File: src/sv/bitmap_block_allocator_unit_macros.svh
// Assertion macros for the bitmap block allocator unit.
`ifndef BITMAP_BLOCK_ALLOCATOR_UNIT_MACROS_SVH
`define BITMAP_BLOCK_ALLOCATOR_UNIT_MACROS_SVH
`ifndef NO_ASSERTIONS
// Same-cycle implication, sampled on clk, off during reset.
`define BBA_ASSERT_IMP(lbl, ante, cons) \
    lbl: assert property (@(posedge clk) disable iff (!rst_n) (ante) |-> (cons)) \
        else $error("bitmap allocator check failed");
// Next-cycle implication, sampled on clk, off during reset.
`define BBA_ASSERT_NXT(lbl, ante, cons) \
    lbl: assert property (@(posedge clk) disable iff (!rst_n) (ante) |=> (cons)) \
        else $error("bitmap allocator check failed");
`else
`define BBA_ASSERT_IMP(lbl, ante, cons)
`define BBA_ASSERT_NXT(lbl, ante, cons)
`endif
`endif

File: src/sv/bba_pkg.sv
// Shared types and constants of the bitmap block allocator.
`timescale 1ns / 1ps
`default_nettype none
package bba_pkg;

    localparam int CMD_W   = 2;
    localparam int ADDR_W  = 32;
    localparam int SIZE_W  = 17;
    localparam int COUNT_W = 13;
    localparam int BIDX_W  = 9;
    localparam int BYTE_W  = 8;
    localparam int STAT_W  = 2;
    localparam int CFG_IDX_W = 2;

    // Map word geometry: eight bytes, 64 objects per memory word.
    localparam int WORD_BYTES = 8;
    localparam int WORD_W     = WORD_BYTES * BYTE_W;
    localparam int BIT_W      = $clog2(BYTE_W);
    localparam int LANE_W     = $clog2(WORD_BYTES);
    localparam int POS_W      = $clog2(WORD_W);

    typedef enum logic [CMD_W-1:0] {
        CMD_FIND      = 2'd0,
        CMD_MARK_USED = 2'd1,
        CMD_MARK_FREE = 2'd2,
        CMD_LOAD      = 2'd3
    } cmd_e;

    localparam logic [STAT_W-1:0] STAT_OK    = 2'd0;
    localparam logic [STAT_W-1:0] STAT_FULL  = 2'd1;
    localparam logic [STAT_W-1:0] STAT_RANGE = 2'd2;

    localparam logic [CFG_IDX_W-1:0] CFG_BASE  = 2'd0;
    localparam logic [CFG_IDX_W-1:0] CFG_SIZE  = 2'd1;
    localparam logic [CFG_IDX_W-1:0] CFG_COUNT = 2'd2;

    localparam logic [ADDR_W-1:0]  BASE_RESET  = 32'd0;
    localparam logic [SIZE_W-1:0]  SIZE_RESET  = 17'd1024;
    localparam logic [COUNT_W-1:0] COUNT_RESET = 13'd4096;

    typedef struct packed {
        logic busy;
        logic done;
    } div_stat_t;

endpackage
`default_nettype wire

File: src/sv/bba_map_ram.sv
// Occupancy map memory: one write port, one read port, registered read data.
`timescale 1ns / 1ps
`default_nettype none
module bba_map_ram import bba_pkg::*; #(
    parameter int AW = 6
) (
    input  wire logic              clk,
    input  wire logic              we,
    input  wire logic [AW-1:0]     waddr,
    input  wire logic [WORD_W-1:0] wdata,
    input  wire logic [AW-1:0]     raddr,
    output logic      [WORD_W-1:0] rdata
);
    localparam int DEPTH = 1 << AW;

    logic [WORD_W-1:0] mem [DEPTH];
    logic [WORD_W-1:0] rdata_reg;

    always_ff @(posedge clk)
    begin
        if (we)
        begin
            mem[waddr] <= wdata;
        end
        rdata_reg <= mem[raddr];
    end

    assign rdata = rdata_reg;
endmodule
`default_nettype wire

File: config.mk
export PLATFORM = sky130hd
export DESIGN_NAME = bba_map_ram
export DESIGN_NICKNAME = d
export VERILOG_FILES = /design/src/sv/bitmap_block_allocator_unit_macros.svh /design/src/sv/bba_pkg.sv /design/src/sv/bba_map_ram.sv
export SDC_FILE = /design/constraint.sdc
export NUM_CORES = 2
export LEC_CHECK = 0
export BUFFER_PORTS_ARGS = -buffer_cell sky130_fd_sc_hd__buf_2
export CORE_MARGIN = 4
export CORE_UTILIZATION = 35
export CTS_BUF_LIST = sky130_fd_sc_hd__clkbuf_8
export DETAILED_ROUTE_END_ITERATION = 7
export MAX_ROUTING_LAYER = met4
export SLEW_MARGIN = 20
export SYNTH_ARGS = -nofsm -noshare
export SYNTH_HDL_FRONTEND = slang
export SYNTH_SLANG_ARGS = --single-unit
File: constraint.sdc
create_clock -name clk -period 22.3 [get_ports clk]
set_clock_uncertainty 0.2 [all_clocks]
set_input_delay 4.46 -clock clk [delete_from_list [all_inputs] [get_ports clk]]
set_output_delay 4.46 -clock clk [all_outputs]
set_load 0.01 [all_outputs]
# Word-level counts from Yosys, hierarchy flattened
# Memory sizes are Yosys's and may differ from the RTL's. A register that Yosys moved wholly into a read port is not among the register bits.
# Cells that the tools add are included.
dict set report word_totals {
  ff_bits 0
  ramBits 4096
  input_bits 78
  output_inout_bits 64
  elab_cells 3
  mem_count 1
}
# name depth word_bits rd rd_ports_with_merged_regs write_ports line_no
set mem_list {}
lappend mem_list {mem 64 64 1 1 1 bba_map_ram.sv:16} ;# logic [WORD_W-1:0] mem [DEPTH];
dict set report classes {
  muxes 2
}
# cell count
set op_table {}
lappend op_table {{1-bit 2-to-1 mux} 2}

# Longest topological paths before layout
dict set report depth {
  word_depth 2
  depth_mapped 9
}

# Worst setup path after synthesis
# Ideal clock, no wire load.
dict set report synth_timing {
  path_type {input to register}
  start {in waddr[3]}
  end {mem mem[48][0] in the netlist's numbering, enable pin}
  setup_ns 0.564
  arrival_ns 9.332
  slack_ns 12.204
  path_stages 4
  cell_sequence {clkbuf_1 > nor2b_1 > nand4b_1 > nor3_1}
}
# item line_no
set synth_lines {}
lappend synth_lines {{from (decl)} bba_map_ram.sv:9} ;# input wire logic [AW-1:0] waddr,
lappend synth_lines {{to (decl)} bba_map_ram.sv:16}
# Straight into the memory's write port.

==> impl_results.md <==
- Status: finished clean
- Total net switching power: 3.55 mW
- Final instance area: 177000 um^2
- WP data arrival: 9.75 ns
- Max Cap Violations: 0
- Delay-heaviest family, CP: buffers and inverters
- Placed inst area: 165000 um^2
- Cell taking the most area after synthesis: edfxtp_1
- RSZ-0062 raised after global routing: false
- Deepest clock path buffer count: 4
- DP HPWL: 243000 um
- Startpoint types: input port
- Row cnt: 245
- Pint: 11.9 mW
- Initial Utilization: 35.1%
- Worst path bufs/invs: 5
- Worst setup EP type: flop
- Antenna violations before repair: 51
- IO Port Bufs: 141
- Largest stage delay on the critical path: 0.88 ns
- Layout area overhead: 13.5%
- Top post-synthesis cells by area: edfxtp_1 79%, mux4_2 15%, mux2i_1 0.86%
- Gr ovfl total: 0
- Slew Viols, Final: 0
- Total core area: 445000 um^2
- Largest net degree at the start of global routing: 118
- Synth Register Bits: 4160
- Post-Route WL: 461000 um
- CP dominant cell by count: buf_4
- Fill count: 39.0k
- Sequential power share: 56.4%
- Clk_lat worst skew: 1.21 ns
- Required time of the critical path: 23.16 ns
- Post-CTS resize count: 0
- First-pass GRT wire length: 640000 um
- Yosys warnings: 0
- Power per cell area: 87.0 nW/um^2
- Commonest non-fill, non-tap cell in the layout: edfxtp_1
- Area fraction of the dominant cell type after synthesis: 78.7%
- Number of global-route vias before repair: 78.5k
- Setup violations, final: 0
- Portion of total power attributed to the clock network: 38.8%
- Pre-CTS WS: 12.05 ns
- Clk root buf: clkbuf_8
- CP max FO: 92
- Largest register FFs: 4096
- Post-layout worst setup margin: 13.41 ns
- Register area: 124000 um^2
- Routed WL per cell: 33.6 um
- Switching share of power: 23.0%
- EDFF count, synth: 4096
- Worst VDD drop: 0.0589 mV
- Setup tns final: 0 ns
- Die Ht: 676 um
- Cell area after synthesis: 156000 um^2
- Least-Margin Pin Slew: 1.21 ns
- Fin nets: 7324
- Final hold violations: 0
- Routed Antenna Nets: 0
- Seq/Total Area, Yosys: 79.5%
- P_leak: 55.5 nW
- Minimum clock period: 8.89 ns
- Cell count after placement: 12.5k
- DR vias: 77.8k
- Overall routing resource usage: 20.3%
- Period utilization: 39.9%
- Layout Cells excl Fill: 13.7k
- Clock Pin Slew Worst Setup and Hold Paths: 0.07 ns
- Critical Path Source: raddr[0]
- # DRC: 0
- Initial drt markers: 10.2k
- CTS Hold Bufs: 0
- Router iterations before antenna repair: 8
- Worst relative slew slack: 19.6%
- Top_reg_cell synth: edfxtp_1
- Worst r2r src: mem[10][16]$_DFFE_PP_
- FMAX: 112 MHz
- Synthesized area per cell: 23.7 um^2
- Clock Sinks: 4160
- Share of cells above drive strength 1: 29.7%
- DIE AREA: 457000 um^2
- Syn_nets: 6676
- Cell variety after synth: 33
- H-tree levels: 6
- Hold path start: mem[52][32]$_DFFE_PP_
- CTS tree: built
- Kind of critical path: in -> reg
- Commonest cells after routing, fill and taps aside: 4096 x edfxtp_1, 1024 x mux4_2, 683 x clkbuf_8, 261 x inv_1, 221 x buf_4
- Power, Total: 15.4 mW
- Vias/cell: 5.67
- Top Ports: 142
- Asr flop ratio synth: 0%
- Multi-input gate area: 30800 um^2
- Die width: 676 um
- Gate power share: 4.8%
- Hold Path Class: reg -> reg
- Worst path slowest cell: buf_4
- Gate Count Post-Synth: 6598
- RePlAce Congestion: 0.774
- Post-CTS Setup Bufs: 0
- Cts bufs inserted: 648
- Ordered cell list for the critical path: buf_12, buf_4, buf_4, buf_4, buf_4, mux4_2, mux2i_1, nand2_1, a41oi_1, a211oi_1
synthesized netlist by cell type (all sizes together), types with 18 or more instances:
| master | count |
|---|---|
| and3 | 64 |
| o221ai | 38 |
| or3 | 29 |
| a31oi | 18 |
| a22oi | 168 |
| a41oi | 26 |
| nand2 | 58 |
| inv | 19 |
| a211oi | 63 |
| nor2b | 28 |
| nor2 | 112 |
| mux4 | 1024 |
| nand3 | 45 |
| a2bb2oi | 19 |
| o22ai | 83 |
| a22o | 88 |
| dfxtp | 64 |
| edfxtp | 4096 |
| or2 | 28 |
| mux2i | 135 |
| buf | 230 |
| clkbuf | 140 |
stage by stage:
stage / utilization [%] / hold slack (ns)
finish: 39.9 / 0.638
floorplan: - / 0.588
CTS: 39.8 / 0.630
global route: 39.8 / 0.669
detailed placement: 37.1 / 0.632
global placement: 37.1 / 0.622
routing by layer:
metal	part of all wire, %	wire [um]	global-route usage, %
met4	3.2	14700	6.36
met3	8.4	38900	3.36
met2	49	225000	32.5
met5	0	0	-
met1	40	182000	26.8
power groups by stage:
| stage | Clock (mW) | Sequential, mW | Combinational, mW |
|---|---|---|---|
| floorplan | 0 | 8.85 | 0.403 |
| global placement | 0 | 8.87 | 0.731 |
| detailed placement | 0 | 8.87 | 0.746 |
| CTS | 6.10 | 8.71 | 0.747 |
| global route | 6.48 | 8.70 | 0.785 |
| finish | 5.98 | 8.70 | 0.742 |
kinds of logic after synthesis:
group,count (synthesis),share of synthesized area [%]
flip-flops,4160,79.5
multiplexers,1159,15.6
AO/OA/AOI/OAI,504,2.48
buffers and inverters,389,1.18
AND/OR/NAND/NOR,386,1.24
tightest hold or removal path: cells and delay by family, from the launching register on:
family             cells  cell delay, ns
and+or+nand+nor        2            0.21
muxes                  1            0.22
DFF                    1            0.32
AOI/OAI and AO/OA      1            0.06
final cells by class:
| type | count | share of cell area, % |
|---|---|---|
| multi-input cells | 2049 | 17.4 |
| clock inverters | 482 | 1.46 |
| repair buffers | 368 | 1.54 |
| diodes | 36 | 0.0508 |
| clock buffers | 683 | 5.30 |
| well taps | 5928 | 4.18 |
| inverters | 19 | 0.0402 |
| flip-flops and latches | 4160 | 70.1 |
path summary, 6_finish.rpt:
| check | endpoint | slack, ns | cells past startpoint |
|---|---|---|---|
| worst max register to register | rdata[16]$_DFF_P_ | 19.89 | 5 |
| worst min register to register | rdata[32]$_DFF_P_ | 0.64 | 4 |
| worst min-delay path | rdata[32]$_DFF_P_ | 0.64 | 4 |
| worst max-delay path | rdata[25]$_DFF_P_ | 13.41 | 10 |
(Power assumes the default switching activity.)
