<file path="src/sv/bitmap_block_allocator_unit_macros.svh">
// Assertion macros for the bitmap block allocator unit.
`ifndef BITMAP_BLOCK_ALLOCATOR_UNIT_MACROS_SVH
`define BITMAP_BLOCK_ALLOCATOR_UNIT_MACROS_SVH
`ifndef NO_ASSERTIONS
// Same-cycle implication, sampled on clk, off during reset.
`define BBA_ASSERT_IMP(lbl, ante, cons) \
    lbl: assert property (@(posedge clk) disable iff (!rst_n) (ante) |-> (cons)) \
        else $error("bitmap allocator check failed");
// Next-cycle implication, sampled on clk, off during reset.
`define BBA_ASSERT_NXT(lbl, ante, cons) \
    lbl: assert property (@(posedge clk) disable iff (!rst_n) (ante) |=> (cons)) \
        else $error("bitmap allocator check failed");
`else
`define BBA_ASSERT_IMP(lbl, ante, cons)
`define BBA_ASSERT_NXT(lbl, ante, cons)
`endif
`endif

</file>
<file path="src/sv/bba_pkg.sv">
// Shared types and constants of the bitmap block allocator.
`timescale 1ns / 1ps
`default_nettype none
package bba_pkg;

    localparam int CMD_W   = 2;
    localparam int ADDR_W  = 32;
    localparam int SIZE_W  = 17;
    localparam int COUNT_W = 13;
    localparam int BIDX_W  = 9;
    localparam int BYTE_W  = 8;
    localparam int STAT_W  = 2;
    localparam int CFG_IDX_W = 2;

    // Map word geometry: eight bytes, 64 objects per memory word.
    localparam int WORD_BYTES = 8;
    localparam int WORD_W     = WORD_BYTES * BYTE_W;
    localparam int BIT_W      = $clog2(BYTE_W);
    localparam int LANE_W     = $clog2(WORD_BYTES);
    localparam int POS_W      = $clog2(WORD_W);

    typedef enum logic [CMD_W-1:0] {
        CMD_FIND      = 2'd0,
        CMD_MARK_USED = 2'd1,
        CMD_MARK_FREE = 2'd2,
        CMD_LOAD      = 2'd3
    } cmd_e;

    localparam logic [STAT_W-1:0] STAT_OK    = 2'd0;
    localparam logic [STAT_W-1:0] STAT_FULL  = 2'd1;
    localparam logic [STAT_W-1:0] STAT_RANGE = 2'd2;

    localparam logic [CFG_IDX_W-1:0] CFG_BASE  = 2'd0;
    localparam logic [CFG_IDX_W-1:0] CFG_SIZE  = 2'd1;
    localparam logic [CFG_IDX_W-1:0] CFG_COUNT = 2'd2;

    localparam logic [ADDR_W-1:0]  BASE_RESET  = 32'd0;
    localparam logic [SIZE_W-1:0]  SIZE_RESET  = 17'd1024;
    localparam logic [COUNT_W-1:0] COUNT_RESET = 13'd4096;

    typedef struct packed {
        logic busy;
        logic done;
    } div_stat_t;

endpackage
`default_nettype wire

</file>
<file path="src/sv/bba_div.sv">
// Restoring divider, one quotient bit per cycle.
`timescale 1ns / 1ps
`default_nettype none
module bba_div import bba_pkg::*; (
    input  wire logic              clk,
    input  wire logic              rst_n,
    input  wire logic              start,
    input  wire logic [ADDR_W-1:0] dividend,
    input  wire logic [SIZE_W-1:0] divisor,
    output logic      [ADDR_W-1:0] quotient,
    output div_stat_t              stat
);
    localparam int CNT_W = $clog2(ADDR_W);

    logic [ADDR_W-1:0] quo_reg;
    logic [SIZE_W-1:0] rem_reg;
    logic [SIZE_W-1:0] dvs_reg;
    logic [CNT_W-1:0]  cnt_reg;
    logic              busy_reg;
    logic              done_reg;

    logic [SIZE_W:0]   shifted;
    logic              ge;
    logic [SIZE_W-1:0] diff;

    always_comb
    begin
        shifted = {rem_reg, quo_reg[ADDR_W-1]};
        ge      = shifted >= {1'b0, dvs_reg};
        diff    = SIZE_W'(shifted - {1'b0, dvs_reg});
    end

    // Control: count the quotient bits, pulse done after the last one.
    always_ff @(posedge clk or negedge rst_n)
    begin
        if (!rst_n)
        begin
            busy_reg <= 1'b0;
            done_reg <= 1'b0;
            cnt_reg  <= '0;
        end
        else
        begin
            done_reg <= 1'b0;
            if (start)
            begin
                busy_reg <= 1'b1;
                cnt_reg  <= '1;
            end
            else if (busy_reg)
            begin
                cnt_reg <= cnt_reg - 1'b1;
                if (cnt_reg == '0)
                begin
                    busy_reg <= 1'b0;
                    done_reg <= 1'b1;
                end
            end
        end
    end

    // Datapath: shift the dividend out and the quotient in.
    always_ff @(posedge clk)
    begin
        if (start)
        begin
            quo_reg <= dividend;
            rem_reg <= '0;
            dvs_reg <= divisor;
        end
        else if (busy_reg)
        begin
            quo_reg <= {quo_reg[ADDR_W-2:0], ge};
            rem_reg <= ge ? diff : shifted[SIZE_W-1:0];
        end
    end

    assign quotient = quo_reg;
    assign stat     = {busy_reg, done_reg};
endmodule
`default_nettype wire

</file>
<file path="config.mk">
export PLATFORM = sky130hd
export DESIGN_NAME = bba_div
export DESIGN_NICKNAME = d
export VERILOG_FILES = /design/src/sv/bitmap_block_allocator_unit_macros.svh /design/src/sv/bba_pkg.sv /design/src/sv/bba_div.sv
export SDC_FILE = /design/constraint.sdc
export NUM_CORES = 1
export LEC_CHECK = 0
export BUFFER_PORTS_ARGS = -buffer_cell sky130_fd_sc_hd__buf_2
export CORE_MARGIN = 2
export CORE_UTILIZATION = 35
export DETAILED_ROUTE_END_ITERATION = 12
export PLACE_DENSITY = 0.65
export SLEW_MARGIN = 20
export SYNTH_ARGS = -nofsm -noshare
export SYNTH_HDL_FRONTEND = slang
export SYNTH_SLANG_ARGS = --single-unit
</file>
<file path="constraint.sdc">
create_clock -name clk -period 3.45 [get_ports clk]
set_input_delay 0.1725 -clock clk [delete_from_list [all_inputs] [get_ports clk]]
set_output_delay 0.1725 -clock clk [all_outputs]
set_load 0.03 [all_outputs]
</file>
**After elaboration in Yosys (flattened, before gate mapping)**

Cells that the tools add are included.

- Add/sub/neg operators: 2
- Order comparisons: 1
- Muxes and demuxes: 11
- Reductions and logical operators: 2

Operators by type and width:

| operator | number |
|---|---|
| 32-bit two-way mux | 2 |
| 18-bit by 17-bit greater-or-equal comparator with 1-bit output | 1 |
| 17-bit two-way mux | 1 |
| 17-bit subtractor | 1 |
| 5-bit two-way mux | 2 |
| 1-bit two-way mux | 6 |
| 5-bit zero test | 1 |
| 5-bit by 1-bit subtractor with 5-bit output (second input constant) | 1 |
| 2-bit nonzero test | 1 |

- Bits in registers: 73
- Output and inout port bits: 34
- Word-level logic and storage cells: 22

**Logic depth before layout (Yosys ltp)**

- Depth after elaboration: 4
- Gate-level depth with buffers: 11

**Worst setup path after synthesis**

OpenSTA, ideal clock, no wires.

- Path type: flip-flop to flip-flop
- Start: register quo_reg[31] (netlist: quotient[31])
- End: register quo_reg[0] (netlist: quotient[0]) (data pin)
- Data arrival time: 2.582 ns
- Required time: 3.190 ns
- Setup slack: 0.608 ns
- Stages on the path, launching flop included: 11
- Period minus slack after synthesis: 2.842 ns
- Path through: edfxtp_1 -> inv_1 -> ha_1 -> inv_1 -> fa_1 -> a21o_1 -> a221o_1 -> a22oi_2 -> o311ai_4 -> buf_6 -> mux2_2

- Cells in the longest elaborated chain, start to end: 3

Ends and longest elaborated chain:

| what | line | text |
|---|---|---|
| from (decl) | bba_div.sv:15 | `logic [ADDR_W-1:0] quo_reg;` |
| from (signal assigned) | bba_div.sv:67 | `quo_reg <= dividend;` |
| from (signal assigned) | bba_div.sv:73 | `quo_reg <= {quo_reg[ADDR_W-2:0], ge};` |
| 18-bit by 17-bit greater-or-equal comparator with 1-bit output | bba_div.sv:29 | `ge = shifted >= {1'b0, dvs_reg};` |
| 32-bit two-way mux | bba_div.sv:71 | `else if (busy_reg)` |
| 32-bit two-way mux | bba_div.sv:65 | `if (start)` |

Every way passes these cells. The select of a mux whose other input is x is not followed.
A chain may end at the register's enable or synchronous reset.

**Worst setup path in the final report**

- Start: register quo_reg[31] (netlist: quotient[31])
- End: register rem_reg[0]

- Cells in the longest elaborated chain, start to end: 2

Ends and longest elaborated chain:

| what | line | text |
|---|---|---|
| 17-bit subtractor or 18-bit by 17-bit greater-or-equal comparator with 1-bit output (tied branches) | bba_div.sv:30, bba_div.sv:29 |  |
| 17-bit two-way mux (*) | bba_div.sv:74 | `rem_reg <= ge ? diff : shifted[SIZE_W-1:0];` |
| to (signal assigned) | bba_div.sv:74 |  |
| to (decl) | bba_div.sv:16 | `logic [SIZE_W-1:0] rem_reg;` |

Every way passes the cells marked *; elsewhere a longest branch is shown, timed or not.

==> impl_metrics.tcl <==
set metrics [dict create \
    yosysMostFrequentCell "edfxtp_1" \
    cts_resized 0 \
    outcome "finished clean" \
    antenna_found_initial 1 \
    p_per_area_mw_per_mm2 564.5 \
    setup_tns_ns 0 \
    synth_ff_type "edfxtp_1" \
    synth-compound-area-share 0.1335 \
    holdPathStages 1 \
    overflow 0 \
    cp_max_fo 16 \
    syn-num-nets 418 \
    path_delay_family "compound AO/OA/AOI/OAI gates" \
    fp.dieArea_mm2 0.01216 \
    relSlewSlack 0.3564 \
    skew_ns 0.01084 \
    max-cap-violations 0 \
    grt_pass1_vias 3006 \
    reg2reg_depth 10 \
    synth_top_area_share 0.3722 \
    hold_path_class "primary input to flop" \
    fin_cells 579 \
    synth_top_family_by_area "compound AO/OA/AOI/OAI gates" \
    insertion_delay_ns 0.34 \
    first_pass_iters 4 \
    antenna_cells 0 \
    drtAntennaViolNets 0 \
    cpMostUsedCell "inv_1" \
    hpwl_um 6408 \
    synth.mux.area_fraction 0.1142 \
    drv_slew 0 \
    grtUsageTotal 0.1581 \
    synth_area_mm2 0.003954 \
    min_period_ns 2.886 \
    crit_start "quotient[31]" \
    endpoint_kind "flop" \
    htree_levels 3 \
    coreArea_mm2 0.01094 \
    setup-violations-final 0 \
    drt-total-wl_um 8942 \
    yosys.area_share.simple 0.1025 \
    synth.avg_cell_area_um2 11.43 \
    fin_crit_sh 0.8366 \
    final_nets 506 \
    cp.required_ns 3.70 \
    yosysTopAreaCell "edfxtp_1" \
    vdd_drop_max_v 0.0003378 \
    r2r-end "rem_reg[0]" \
    clockBufferDepth 2 \
    fp-row-count 38 \
    largest_reg_flops 32 \
    timing.final.hold_violations 0 \
    grt_pass1_wl_um 14630 \
    start_kind "flop" \
    async_flop_share 0.09589 \
    path_cells "inv_1 > ha_1 > inv_1 > fa_1 > a21o_1 > a221o_1 > a22oi_2 > o311ai_4 > and3_2 > a311oi_1" \
    gp_congestion 0.8658 \
    cts_root_buffer "clkbuf_16" \
    fin_hold_ws_ns 0.01417 \
    synth_cell_types 57 \
    die_y_um 110.3 \
    first_iter_violations 164 \
    crit_end "rem_reg[0]" \
    crit_slowest_cell "fa_1" \
    critPathKind "flop to flop" \
    max_clock_freq_ghz 0.3465 \
    areaGrowthSynthToFinish_pct 22.06 \
    timing.rr.start "quotient[31]" \
    crit_cells 10 \
    place.port_buffers 85 \
    cts_sinks 73 \
    start_util 0.3616 \
    synth_seq_area_share 0.5025 \
    synth_adder_area_share 0.06519 \
    dpl.cell_count 557 \
    num_io_pins 86 \
    cp.arrival_ns 3.14 \
    drive_above_1_share 0.3257 \
    critical_path_buf_inv_count 2 \
    rrSetupSlack_ns 0.56 \
    netlist_top_cells_area "edfxtp_1 (37%), mux2_2 (9.4%), dfxtp_1 (8.6%), ha_1 (6.0%), dfrtp_1 (4.4%)" \
    synthCells 346 \
    critPathMaxStageDelay_ns 0.40 \
    drt-wirelength-per-cell_um 15.44 \
    drcViolationCount 0 \
    grt_setup_unrepaired "false" \
    synth_enable_flop_cells 49 \
    cts_buffers 9 \
    vias_per_cell 5.169 \
    cts_tree "done" \
    clkTransAtPathRegs_ns 0.06 \
    grt_max_degree 37 \
    die_w_um 110.3 \
    synth_seq_cells 73 \
    p_leak_uw 0.002059 \
    yosys_warnings 0 \
    synth_commonest_cells "edfxtp_1 (49), mux2_2 (33), inv_1 (25), nand2_1 (21)" \
    vias 2993 \
    worst_pin_slew_ns 0.9631 \
    synthXorXnorAreaFrac 0.03544 \
]
## final cells by class
type,count,area [um^2]
clock buffers,10,229.0
clock inverters,6,42.54
fillers,1051,6110
inverters,25,93.84
multi-input cells,230,1783
flip-flops and latches,73,1987
well taps,140,175.2
repair buffers,95,515.5
## repair_timing
action                                 CTS  global route
setup buffers                            0             0
hold buffers                             6             0
endpoints found under the hold margin   12             0
## logic make-up (layout without fill, tap and decap cells)
logic type	count (synthesis)	in the layout
xor+xnor	16	16
mux	41	41
flops	73	73
fa+ha+maj	20	20
compound gates	74	74
buf+inv	43	136
simple gates	79	79
## power by group
group          switching (uW)  total, uW  internal, uW
Sequential               66.9       1110          1040
Combinational             444        758           314
Clock                     369        856           488
Total                     880       2720          1840
## worst min-delay path by stage
stage,start,endpoint,slack (ns)
floorplan,rst_n,busy_reg,-0.12
global placement,rst_n,cnt_reg[1],0.01
detailed placement,rst_n,cnt_reg[1],0.02
CTS,divisor[15],dvs_reg[15],0.0006
global route,divisor[1],dvs_reg[1],0.003
finish,divisor[15],dvs_reg[15],0.01
## through the flow
step	instance area [um^2]	util	setup slack (ns)	total power, uW
floorplan	3954	-	0.6083	1687
global placement	4494	0.4110	0.6736	1859
detailed placement	4494	0.4110	0.5952	1871
CTS	4826	0.4413	0.5692	2747
global route	4826	0.4413	0.4005	2878
finish	4826	0.4413	0.5639	2724
## cell usage in the layout, fill, tap and decap left out, drive strengths merged, types with 3 or more instances in the layout
| cell type | netlist | final |
|---|---|---|
| a211oi | 11 | 11 |
| a21o | 4 | 4 |
| a21oi | 16 | 16 |
| a32oi | 3 | 3 |
| and3 | 3 | 3 |
| buf | 9 | 89 |
| clkbuf | 9 | 10 |
| clkinv | 0 | 4 |
| dfrtp | 7 | 7 |
| dfxtp | 17 | 17 |
| dlygate4sd3 | 0 | 6 |
| edfxtp | 49 | 49 |
| ha | 19 | 19 |
| inv | 25 | 26 |
| mux2 | 33 | 33 |
| mux2i | 8 | 8 |
| nand2 | 21 | 21 |
| nand2b | 12 | 12 |
| nand3 | 5 | 5 |
| nand4 | 3 | 3 |
| nor2 | 19 | 19 |
| nor3 | 5 | 5 |
| nor4 | 3 | 3 |
| o21ai | 16 | 16 |
| xnor2 | 11 | 11 |
| xor2 | 5 | 5 |
## routing by layer
| layer | global-route usage | vias up | wire length (um) |
|---|---|---|---|
| li1 | - | 1459 | - |
| met1 | 0.1963 | 1416 | 3925 |
| met2 | 0.2533 | 110 | 4151 |
| met3 | 0.05703 | 8 | 744 |
| met4 | 0.05714 | 0 | 120 |
| met5 | 0 | - | 0 |
Note: power is estimated with default switching activity, not from simulation.
